<file path="src/rtl/core/hcle_pkg.sv">
// Shared types and constants for the Content-Length header extractor.
`timescale 1ns / 1ps

package hcle_pkg;

    localparam int unsigned KeyLen = 16;
    localparam int unsigned KeyPosW = $clog2(KeyLen + 1);
    localparam int unsigned KeyIdxW = $clog2(KeyLen);

    localparam logic [7:0] KEY_TEXT [KeyLen] = '{
        8'h43, 8'h6f, 8'h6e, 8'h74, 8'h65, 8'h6e, 8'h74, 8'h2d,
        8'h4c, 8'h65, 8'h6e, 8'h67, 8'h74, 8'h68, 8'h3a, 8'h20
    };

    localparam logic [7:0] CHAR_NUL   = 8'h00;
    localparam logic [7:0] CHAR_LF    = 8'h0a;
    localparam logic [7:0] CHAR_TAB   = 8'h09;
    localparam logic [7:0] CHAR_VT    = 8'h0b;
    localparam logic [7:0] CHAR_FF    = 8'h0c;
    localparam logic [7:0] CHAR_CR    = 8'h0d;
    localparam logic [7:0] CHAR_SPACE = 8'h20;
    localparam logic [7:0] CHAR_PLUS  = 8'h2b;
    localparam logic [7:0] CHAR_MINUS = 8'h2d;
    localparam logic [7:0] CHAR_ZERO  = 8'h30;
    localparam logic [7:0] CHAR_NINE  = 8'h39;
    localparam logic [7:0] CHAR_C     = 8'h43;

    localparam logic [31:0] POS_LIMIT = 32'h7fff_ffff;
    localparam logic [31:0] NEG_LIMIT = 32'h8000_0000;

    typedef enum logic [3:0] {
        SCAN_KEY   = 4'b0001,
        SCAN_VALUE = 4'b0010,
        SCAN_DONE  = 4'b0100,
        SCAN_NONE  = 4'b1000
    } t_scan_phase;

    typedef enum logic [2:0] {
        NUM_SKIP   = 3'b001,
        NUM_DIGITS = 3'b010,
        NUM_STOP   = 3'b100
    } t_num_phase;

    typedef struct packed {
        t_num_phase  phase;
        logic        neg;
        logic [31:0] mag;
        logic        ovf;
    } t_num_state;

    localparam t_num_state NUM_RESET = '{
        phase: NUM_SKIP, neg: 1'b0, mag: 32'd0, ovf: 1'b0
    };

endpackage

</file>
<file path="src/rtl/core/hcle_num.sv">
// Decimal value decoder step: whitespace skip, sign, digit accumulate with saturation.
`timescale 1ns / 1ps

module hcle_num (
    input  logic [7:0]          i_char,
    input  hcle_pkg::t_num_state i_cur,
    output hcle_pkg::t_num_state o_next
);
    import hcle_pkg::*;

    logic        is_blank;
    logic        is_sign;
    logic        is_digit;
    logic [35:0] prod;
    logic [35:0] limit;
    logic        over;

    assign is_blank = (i_char == CHAR_SPACE) || (i_char == CHAR_TAB) ||
                      (i_char == CHAR_VT) || (i_char == CHAR_FF) || (i_char == CHAR_CR);
    assign is_sign  = (i_char == CHAR_PLUS) || (i_char == CHAR_MINUS);
    assign is_digit = (i_char >= CHAR_ZERO) && (i_char <= CHAR_NINE);

    assign prod  = ({4'd0, i_cur.mag} << 3) + ({4'd0, i_cur.mag} << 1)
                 + {32'd0, i_char[3:0]};
    assign limit = {4'd0, (i_cur.neg ? NEG_LIMIT : POS_LIMIT)};
    assign over  = prod > limit;

    always_comb begin
        o_next = i_cur;
        case (i_cur.phase)
            NUM_SKIP: begin
                if (is_blank) begin
                    o_next = i_cur;
                end else if (is_sign) begin
                    o_next.neg   = (i_char == CHAR_MINUS);
                    o_next.phase = NUM_DIGITS;
                end else if (is_digit) begin
                    o_next.mag   = over ? limit[31:0] : prod[31:0];
                    o_next.ovf   = i_cur.ovf | over;
                    o_next.phase = NUM_DIGITS;
                end else begin
                    o_next.phase = NUM_STOP;
                end
            end
            NUM_DIGITS: begin
                if (is_digit) begin
                    o_next.mag = over ? limit[31:0] : prod[31:0];
                    o_next.ovf = i_cur.ovf | over;
                end else begin
                    o_next.phase = NUM_STOP;
                end
            end
            default: begin
                o_next = i_cur;
            end
        endcase
    end

endmodule

</file>
<file path="src/rtl/core/http_content_length_extractor.sv">
// Top level of the Content-Length header extractor.
`timescale 1ns / 1ps

// Channel   Direction  Handshake          Payload
// input     in         i_valid / o_stall  i_header_byte, i_last_byte
// result    out        o_valid / i_stall  o_length_found, o_length_value, o_value_saturated
//
// One header byte is taken per cycle when not stalled; the match, sign and multiply-by-ten
// update of the parser state all complete in the cycle the beat is accepted.
// A result beat appears in the cycle after the beat flagged last is accepted.
// Input is stalled only while a result is held and the result side is stalled.
// Reset returns the parser to pattern search and empties the result register.
module http_content_length_extractor #(
    parameter int unsigned MAX_VALUE_CHARS = 20
) (
    input  logic               i_clk,
    input  logic               i_rst_n,
    input  logic               i_valid,
    output logic               o_stall,
    input  logic [7:0]         i_header_byte,
    input  logic               i_last_byte,
    output logic               o_valid,
    input  logic               i_stall,
    output logic               o_length_found,
    output logic signed [31:0] o_length_value,
    output logic               o_value_saturated
);
    import hcle_pkg::*;

    localparam int unsigned CntW = $clog2(MAX_VALUE_CHARS + 1);

    t_scan_phase          r_scan, n_scan;
    logic [KeyPosW-1:0]   r_pos, n_pos;
    logic [CntW-1:0]      r_cnt, n_cnt;
    t_num_state           r_num, n_num;
    t_num_state           num_step;
    logic                 r_out_valid;
    logic                 r_found;
    logic [31:0]          r_value;
    logic                 r_sat;
    logic                 accept;
    logic                 found;
    logic [KeyPosW-1:0]   pos_inc;
    logic [CntW-1:0]      cnt_inc;

    assign o_stall = r_out_valid & i_stall;
    assign accept  = i_valid & ~o_stall;

    hcle_num u_num (
        .i_char (i_header_byte),
        .i_cur  (r_num),
        .o_next (num_step)
    );

    assign pos_inc = r_pos + 1'b1;
    assign cnt_inc = r_cnt + 1'b1;

    always_comb begin
        n_scan = r_scan;
        n_pos  = r_pos;
        n_cnt  = r_cnt;
        n_num  = r_num;
        case (r_scan)
            SCAN_KEY: begin
                if (i_header_byte == CHAR_NUL) begin
                    n_scan = SCAN_NONE;
                end else if (!r_pos[KeyPosW-1] &&
                             i_header_byte == KEY_TEXT[r_pos[KeyIdxW-1:0]]) begin
                    n_pos = pos_inc;
                    if (pos_inc == KeyPosW'(KeyLen)) begin
                        n_scan = SCAN_VALUE;
                    end
                end else begin
                    n_pos = (i_header_byte == CHAR_C) ? KeyPosW'(1) : '0;
                end
            end
            SCAN_VALUE: begin
                if (i_header_byte == CHAR_NUL || i_header_byte == CHAR_LF) begin
                    n_scan = SCAN_DONE;
                end else begin
                    n_num = num_step;
                    n_cnt = cnt_inc;
                    if (cnt_inc >= CntW'(MAX_VALUE_CHARS)) begin
                        n_scan = SCAN_DONE;
                    end
                end
            end
            default: begin
                n_scan = r_scan;
            end
        endcase
    end

    assign found = (n_scan == SCAN_VALUE) || (n_scan == SCAN_DONE);

    always_ff @(posedge i_clk) begin
        if (!i_rst_n) begin
            r_scan      <= SCAN_KEY;
            r_pos       <= '0;
            r_cnt       <= '0;
            r_num       <= NUM_RESET;
            r_out_valid <= 1'b0;
        end else begin
            if (accept) begin
                if (i_last_byte) begin
                    r_scan <= SCAN_KEY;
                    r_pos  <= '0;
                    r_cnt  <= '0;
                    r_num  <= NUM_RESET;
                end else begin
                    r_scan <= n_scan;
                    r_pos  <= n_pos;
                    r_cnt  <= n_cnt;
                    r_num  <= n_num;
                end
            end
            if (accept && i_last_byte) begin
                r_out_valid <= 1'b1;
            end else if (!i_stall) begin
                r_out_valid <= 1'b0;
            end
        end
    end

    always_ff @(posedge i_clk) begin
        if (accept && i_last_byte) begin
            r_found <= found;
            r_sat   <= found & n_num.ovf;
            if (!found) begin
                r_value <= 32'd0;
            end else if (n_num.neg) begin
                r_value <= 32'd0 - n_num.mag;
            end else begin
                r_value <= n_num.mag;
            end
        end
    end

    assign o_valid           = r_out_valid;
    assign o_length_found    = r_found;
    assign o_length_value    = r_value;
    assign o_value_saturated = r_sat;

endmodule

</file>
<file path="config.mk">
export PLATFORM = sky130hd
export DESIGN_NAME = http_content_length_extractor
export DESIGN_NICKNAME = d
export VERILOG_FILES = /design/src/rtl/core/hcle_pkg.sv /design/src/rtl/core/hcle_num.sv /design/src/rtl/core/http_content_length_extractor.sv
export SDC_FILE = /design/constraint.sdc
export NUM_CORES = 1
export LEC_CHECK = 0
export BUFFER_PORTS_ARGS = -buffer_cell sky130_fd_sc_hd__buf_4
export CAP_MARGIN = 20
export CELL_PAD_IN_SITES_DETAIL_PLACEMENT = 1
export CELL_PAD_IN_SITES_GLOBAL_PLACEMENT = 2
export CORE_MARGIN = 2
export CORE_UTILIZATION = 34
export DETAILED_ROUTE_END_ITERATION = 7
export GPL_TIMING_DRIVEN = 0
export PLACE_DENSITY_LB_ADDON = 0.05
export SYNTH_ARGS = -nofsm -noshare
export SYNTH_HDL_FRONTEND = slang
export SYNTH_SLANG_ARGS = --single-unit
export TNS_END_PERCENT = 10
</file>
<file path="constraint.sdc">
create_clock -name i_clk -period 6.7 [get_ports i_clk]
set_input_delay 1.005 -clock i_clk [delete_from_list [all_inputs] [get_ports i_clk]]
set_output_delay 1.005 -clock i_clk [all_outputs]
set_load 0.05 [all_outputs]
</file>
# == Word-level counts from Yosys, hierarchy flattened ==
# Memory sizes are Yosys's and may differ from the RTL's.
# Cells that the tools add are included.
# Widths: inputs -> output; s select.
# classes
n_addsub,5
mul,0
div,0
n_lt_le_gt_ge,5
eq_ne,22
shift,0
muxes,35
n_bitwise,6
n_reduce_logical,18
# op_table
operator,n
$mux 37,4
$mux 32,3
$mux 33,2
$pmux 33 s2,1
$eq 8x4->1 const B,5
$add 35x33->36,1
$add 36x4->36,1
$gt 36x32->1,1
$mux 5,7
$sub 1x32->32 const A,1
$eq 8x6->1 const B,3
$mux 4,6
$mux 8,2
$add 5x1->5 const B,2
$ge 5x5->1 const B,2
$mux 3,3
$eq 4x2->1 const B,2
$eq 8x7->1 const B,1
$eq 8x8->1,1
$ge 8x6->1 const B,1
$le 8x6->1 const B,1
$logic_not 8->1,1
$pmux 4 s2,1
$logic_or 1x1->1,7
other kinds (20),32
# word_totals
regBits,86
latch_bits,0
ram_bits,0
rom_bits,128
out_inout_bits,36
elab_cells,103
memories,1
# mem_list
name,depth,width,read_ports,rd_clocked_by_memory_dff,wr,line_no,source
(no name shown),16,8,1,0,0,http_content_length_extractor.sv:68,i_header_byte == KEY_TEXT[r_pos[KeyIdxW-1:0]]) begin

# == Depth between registers and ports, before layout ==
# logic_depth
ltp_word,12
depth_mapped,28
depth_no_buf,25

# == Modules after synthesis ==
# From an unflattened synthesis, not the netlist that was laid out.
# unflattened
hier_cells,1098
hier_area_um2,8981.1
# by_module_without_submodules
module,instances,cells_per_inst,area_each_um2
http_content_length_extractor,1,582,5275.1
hcle_num,1,516,3706.1

# == Least setup slack after synthesis ==
# Ideal clock, no wire load.
# synth_timing
path_kind,input to register
startpoint,in i_header_byte[3]
endpoint,"reg r_value[26], in the netlist o_length_value[26] (data pin)"
setup_time_ns,0.266
arrival_ns,6.566
required_ns,6.434
setup_slack_ns,-0.132
stages,23
path_buffers,1
cell_sequence,fa_1 -> fa_1 -> a21o_1 -> a221oi_4 -> nor3_2 -> a21o_1 -> or3b_2 -> and3_1 -> ha_1 -> and4_1 -> and2_1 -> a221oi_1 -> a31oi_1 -> a22oi_1 -> o211a_1 -> a31oi_1 -> o31a_1 -> or3b_1 -> nor4_4 -> buf_6 -> a41oi_1 -> xnor2_1 -> nor2_1
# synth_via
elab_chain_cells,11
word_cells_on_any_way,40
cone_classes,add/sub (2); order compare (3); eq/ne (11); mux (14); reduce/logical (10)
# synth_rtl
item,line_no,source
from (decl),http_content_length_extractor.sv:20,"input logic [7:0] i_header_byte,"
$add 36x4->36 (tied with other cells),hcle_num.sv:24,"+ {32'd0, i_char[3:0]};"
$gt 36x32->1 / $logic_or 1x1->1 (equally long branches),"hcle_num.sv:26, hcle_num.sv:18",
$mux 32 / $logic_or 1x1->1 (equally long branches),"hcle_num.sv:38, hcle_num.sv:47, hcle_num.sv:18",
$mux 33 / $logic_or 1x1->1 (equally long branches),"hcle_num.sv:37, hcle_num.sv:46, hcle_num.sv:19",
$mux 33 / $logic_or 1x1->1 (equally long branches),"hcle_num.sv:34, hcle_num.sv:19",
$mux 37,hcle_num.sv:32,if (is_blank) begin
$pmux 33 s2,hcle_num.sv:30,case (i_cur.phase)
$mux 37,http_content_length_extractor.sv:78,if (i_header_byte == CHAR_NUL || i_header_byte == CHAR_LF) begin
$mux 37,http_content_length_extractor.sv:63,case (r_scan)
$sub 1x32->32,http_content_length_extractor.sv:132,r_value <= 32'd0 - n_num.mag;
$mux 32,http_content_length_extractor.sv:131,end else if (n_num.neg) begin
to (signal assigned),http_content_length_extractor.sv:132,
to (signal assigned),http_content_length_extractor.sv:134,r_value <= n_num.mag;
to (decl),http_content_length_extractor.sv:39,logic [31:0] r_value;
# Parallel ways exist; a longest one is shown, timed or not. The select of a mux whose other input is x is not followed.
# A chain may end at the register's enable or synchronous reset.

# == Worst setup path after layout ==
# layout_timing
startpoint,in i_header_byte[3]
endpoint,"reg r_value[31], in the netlist o_length_value[31] (data pin)"
# Same word-level chain as after synthesis.

==> results by group <==
Routing
  – Final WL: 33.81 mm
  – DRT iter0 DRCs: 420
  – Overall via count from detail_route: 8826
  – ANT nets after route: 0
  – DR pass1 iterations: 5
  – Routed vias/inst: 5.818
  – Post-detailed-route wirelength per cell: 22.29 um
  – DRC: 0

Synthesis
  – Yosys reg bits: 86
  – Post-synthesis sequential area ratio: a little under a quarter
  – Synth Instances: 1092
  – Largest family of logic cells by synthesized area: compound AO/OA/AOI/OAI gates
  – Synth area leader: ha_1
  – Post-Synth Adder-Cell Area: 15.24%
  – Synth Warn #: 0
  – Synth top area share: 14.67%
  – Avg Inst Size Synth: about 8 um^2
  – Multiplexer share of the synthesized area: 0.5983%
  – Post-synthesis cell type count: 81
  – Synthesized area: 8783 um^2
  – XOR/XNOR share of the synthesized area: 7.094%
  – Simple-Gate Fraction of Synth Area: around 24%
  – Top_reg_cell synth: dfxtp_1
  – Synth Area in Compound Gates: approximately 25%
  – Net count after synthesis: approximately 1200
  – Post-synth ARST share: 0%
  – Post-synth EDFFs: 34
  – Synth area leaders: ha_1 15%, dfxtp_1 12%, edfxtp_1 12%

Global routing
  – Global-route wire length before repair: 52.05 mm
  – Number of global-route vias before repair: roughly 8700
  – Gr ovfl total: 0
  – Largest net degree at the start of global routing: 19
  – Initial antenna violation count: 0
  – Total GRT Usage: 25.23%

Clocking
  – Clock transition at path regs: 0.07 ns
  – Clock Tree Buf Depth: 2
  – Skew-Pair Late Insertion Delay: about 0.35 ns
  – CTS Sinks: between 80 and 90
  – CTS root buf: clkbuf_16
  – CTS tree: built
  – CTS H-tree lvls: 3
  – TritonCTS buffer count: 9

Timing
  – Endpoints failing setup: 23
  – Fin. Hold Viols: 0
  – Tmin final: 6.919 ns
  – Max Clock Freq: 144.5 MHz
  – RSZ-0062 raised after global routing: true
  – Setup tns final: -3.786 ns
  – Final Worst Setup Slack: -0.2188 ns
  – Final period util: 103.3%
  – Max-slew violations: 0
  – Worst Tran Pin Value: 0.8844 ns
  – Slew headroom: 40.62%
  – Clk_skew: roughly 0.0074 ns

Layout
  – Filler cells: 3037
  – Sequential Area: 2066 um^2
  – Multi-input logic area: 6853 um^2
  – Synth-to-layout area growth: 21.68%
  – Finished Layout Cells: 1517
  – Finished Cell Area: 10690 um^2
  – Antenna Cells: 0
  – Fin nets: 1300
  – Share of layout cells above drive strength 1: between 10% and 20%

Worst setup path
  – Critical Path AT: approximately 7 ns
  – CP Launch Type: input port
  – CP required: between 6 and 7 ns
  – Setup Crit Path Kind: input port to flip-flop
  – Endpoint class of the critical path: flip-flop
  – Largest fanout on the critical path: 7

Floorplanning
  – Cell row count: 58
  – Die X: about 160 um
  – Die area: 27140 um^2
  – Die height: 164.7 um
  – Initial core utilization: 34.78%
  – Core Region: 25250 um^2
  – Num ports: between 40 and 50

Job
  – Max_cap viols: 0

Power and ir drop
  – PD cells: around 110 nW/um^2
  – Maximum vdd drop: 0.0001270 V
  – Tot Pwr: 1196 uW
  – Leak Pwr: 0.004295 uW

Place
  – I/O Buffers: 47
  – Detailed placement HPWL: 26.74 mm
  – DP Area: 9610 um^2
  – RePlAce Congestion: 0.8373
  – Dpl cells: 1471

Hold path
  – HP Class: flip-flop to flip-flop

Status
  – Status: finished with violations
  – Failing checks: negative setup slack
-- what timing repair did --
action | 4_1_cts | 5_1_grt
setup endpoints to repair | 56 | 29
cloned | 1 | 0
buffers inserted | 21 | 10
hold buffers | 0 | 0
resized for setup | 75 | 34
pin swaps | 32 | 37
-- worst paths after layout --
path / start / endpoint / slack [ns] / cells after the start
worst max-delay path: i_header_byte[3] / o_length_value[31] / -0.22 / 27
worst min-delay path: r_num[0] / r_num[0] / 0.48 / 2
worst max register to register: r_num[16] / o_length_value[31] / -0.04 / 25
worst min register to register: r_num[0] / r_num[0] / 0.48 / 2
-- worst max-delay path: stages --
cell and delay, ns:
buf_8 0.10, fa_2 0.49, fa_2 0.39, a21o_1 0.21
a221oi_4 0.36, buf_6 0.17, nor3_4 0.05, a21o_1 0.22
buf_4 0.15, buf_4 0.13, o2111ai_2 0.17, and3_1 0.18
ha_1 0.22, and4_4 0.21, and2_4 0.16, a221oi_2 0.23
a31oi_2 0.08, a22oi_2 0.30, o211a_4 0.34, a311oi_4 0.15
a221oi_4 0.35, or3b_4 0.43, nor4_4 0.32, buf_4 0.18
a41oi_2 0.10, xor2_1 0.18, nor2_1 0.08
-- cell type report --
cell class                      instances  share of cell area (%)
Tap cell                              330                   3.863
Inverter                               22                  0.7726
Timing Repair Buffer                   81                   6.205
Sequential cell                        86                   19.33
Clock buffer                           10                   2.142
Clock inverter                          6                  0.6556
Buffer                                 62                   2.915
Multi-Input combinational cell        920                   64.12
-- layout by cell type, fill, tap and decap left out, types with 9 or more instances in the layout --
cell,count
and3_1,12
buf_2,13
nand2_1,88
nor3_1,14
ha_1,101
nor2b_1,35
nor4_1,9
xor2_1,24
and2_1,26
a21o_1,11
o21ai_0,61
inv_1,22
xnor2_1,40
and4_1,12
a21oi_1,73
clkbuf_16,9
a22oi_1,28
clkbuf_1,42
a31oi_1,16
nand2b_1,16
edfxtp_1,34
dfxtp_1,49
nand4_1,21
nand3_1,29
buf_4,75
nor2_1,104
-- synthesized netlist by cell type, drive strengths merged (9+ instances only) --
| master | number |
|---|---|
| a211oi | 11 |
| a21o | 11 |
| a21oi | 75 |
| a22oi | 29 |
| a31oi | 22 |
| a41oi | 11 |
| and2 | 30 |
| and3 | 13 |
| and4 | 15 |
| buf | 20 |
| clkbuf | 44 |
| dfxtp | 52 |
| edfxtp | 34 |
| ha | 103 |
| inv | 22 |
| nand2 | 89 |
| nand2b | 16 |
| nand3 | 30 |
| nand4 | 21 |
| nor2 | 104 |
| nor2b | 35 |
| nor3 | 19 |
| nor4 | 12 |
| o21ai | 73 |
| o31ai | 9 |
| xnor2 | 44 |
| xor2 | 25 |
-- power breakdown --
group	switching [uW]	internal, uW	leakage, uW
logic	84.4	32.5	0.00343
registers	3.23	552	0.000721
clock network	231	292	0.000142
total	319	877	0.00430
-- routing by layer --
metal	GRT usage (%)	vias to the layer above	part of all wire (%)
met5	0	-	0
met3	2.838	25	2.8
li1	-	4277	-
met1	36.18	4383	50
met4	3.676	0	1.1
met2	41.57	141	46
-- metrics by stage --
step                util, %  setup WS (ns)  hold slack [ns]
finish                42.32        -0.2188           0.4755
CTS                   41.47        -0.2541           0.4736
global route          42.32        -0.3752           0.5274
global placement      37.89         -1.674           0.4488
detailed placement    38.05         -1.693           0.4570
floorplan                 -        0.01289           0.4376
-- cell families (layout without fill, tap and decap cells) --
kind of cell / after synthesis / in the layout
AND/OR/NAND/NOR: 413 / 413
AO/OA/AOI/OAI: 327 / 327
adder cells (fa/ha/maj): 106 / 106
flip-flops: 86 / 86
buffers and inverters: 86 / 181
XOR/XNOR: 69 / 69
multiplexers: 5 / 5
-- sequential cells by signal, summed over array words and instances (netlist names) --
name,cells
r_cnt,5
o_length_value,32
r_scan,4
o_value_saturated,1
r_pos,5
r_num,37
o_valid,1
o_length_found,1
No activity file was read; power rests on OpenSTA's default activity.
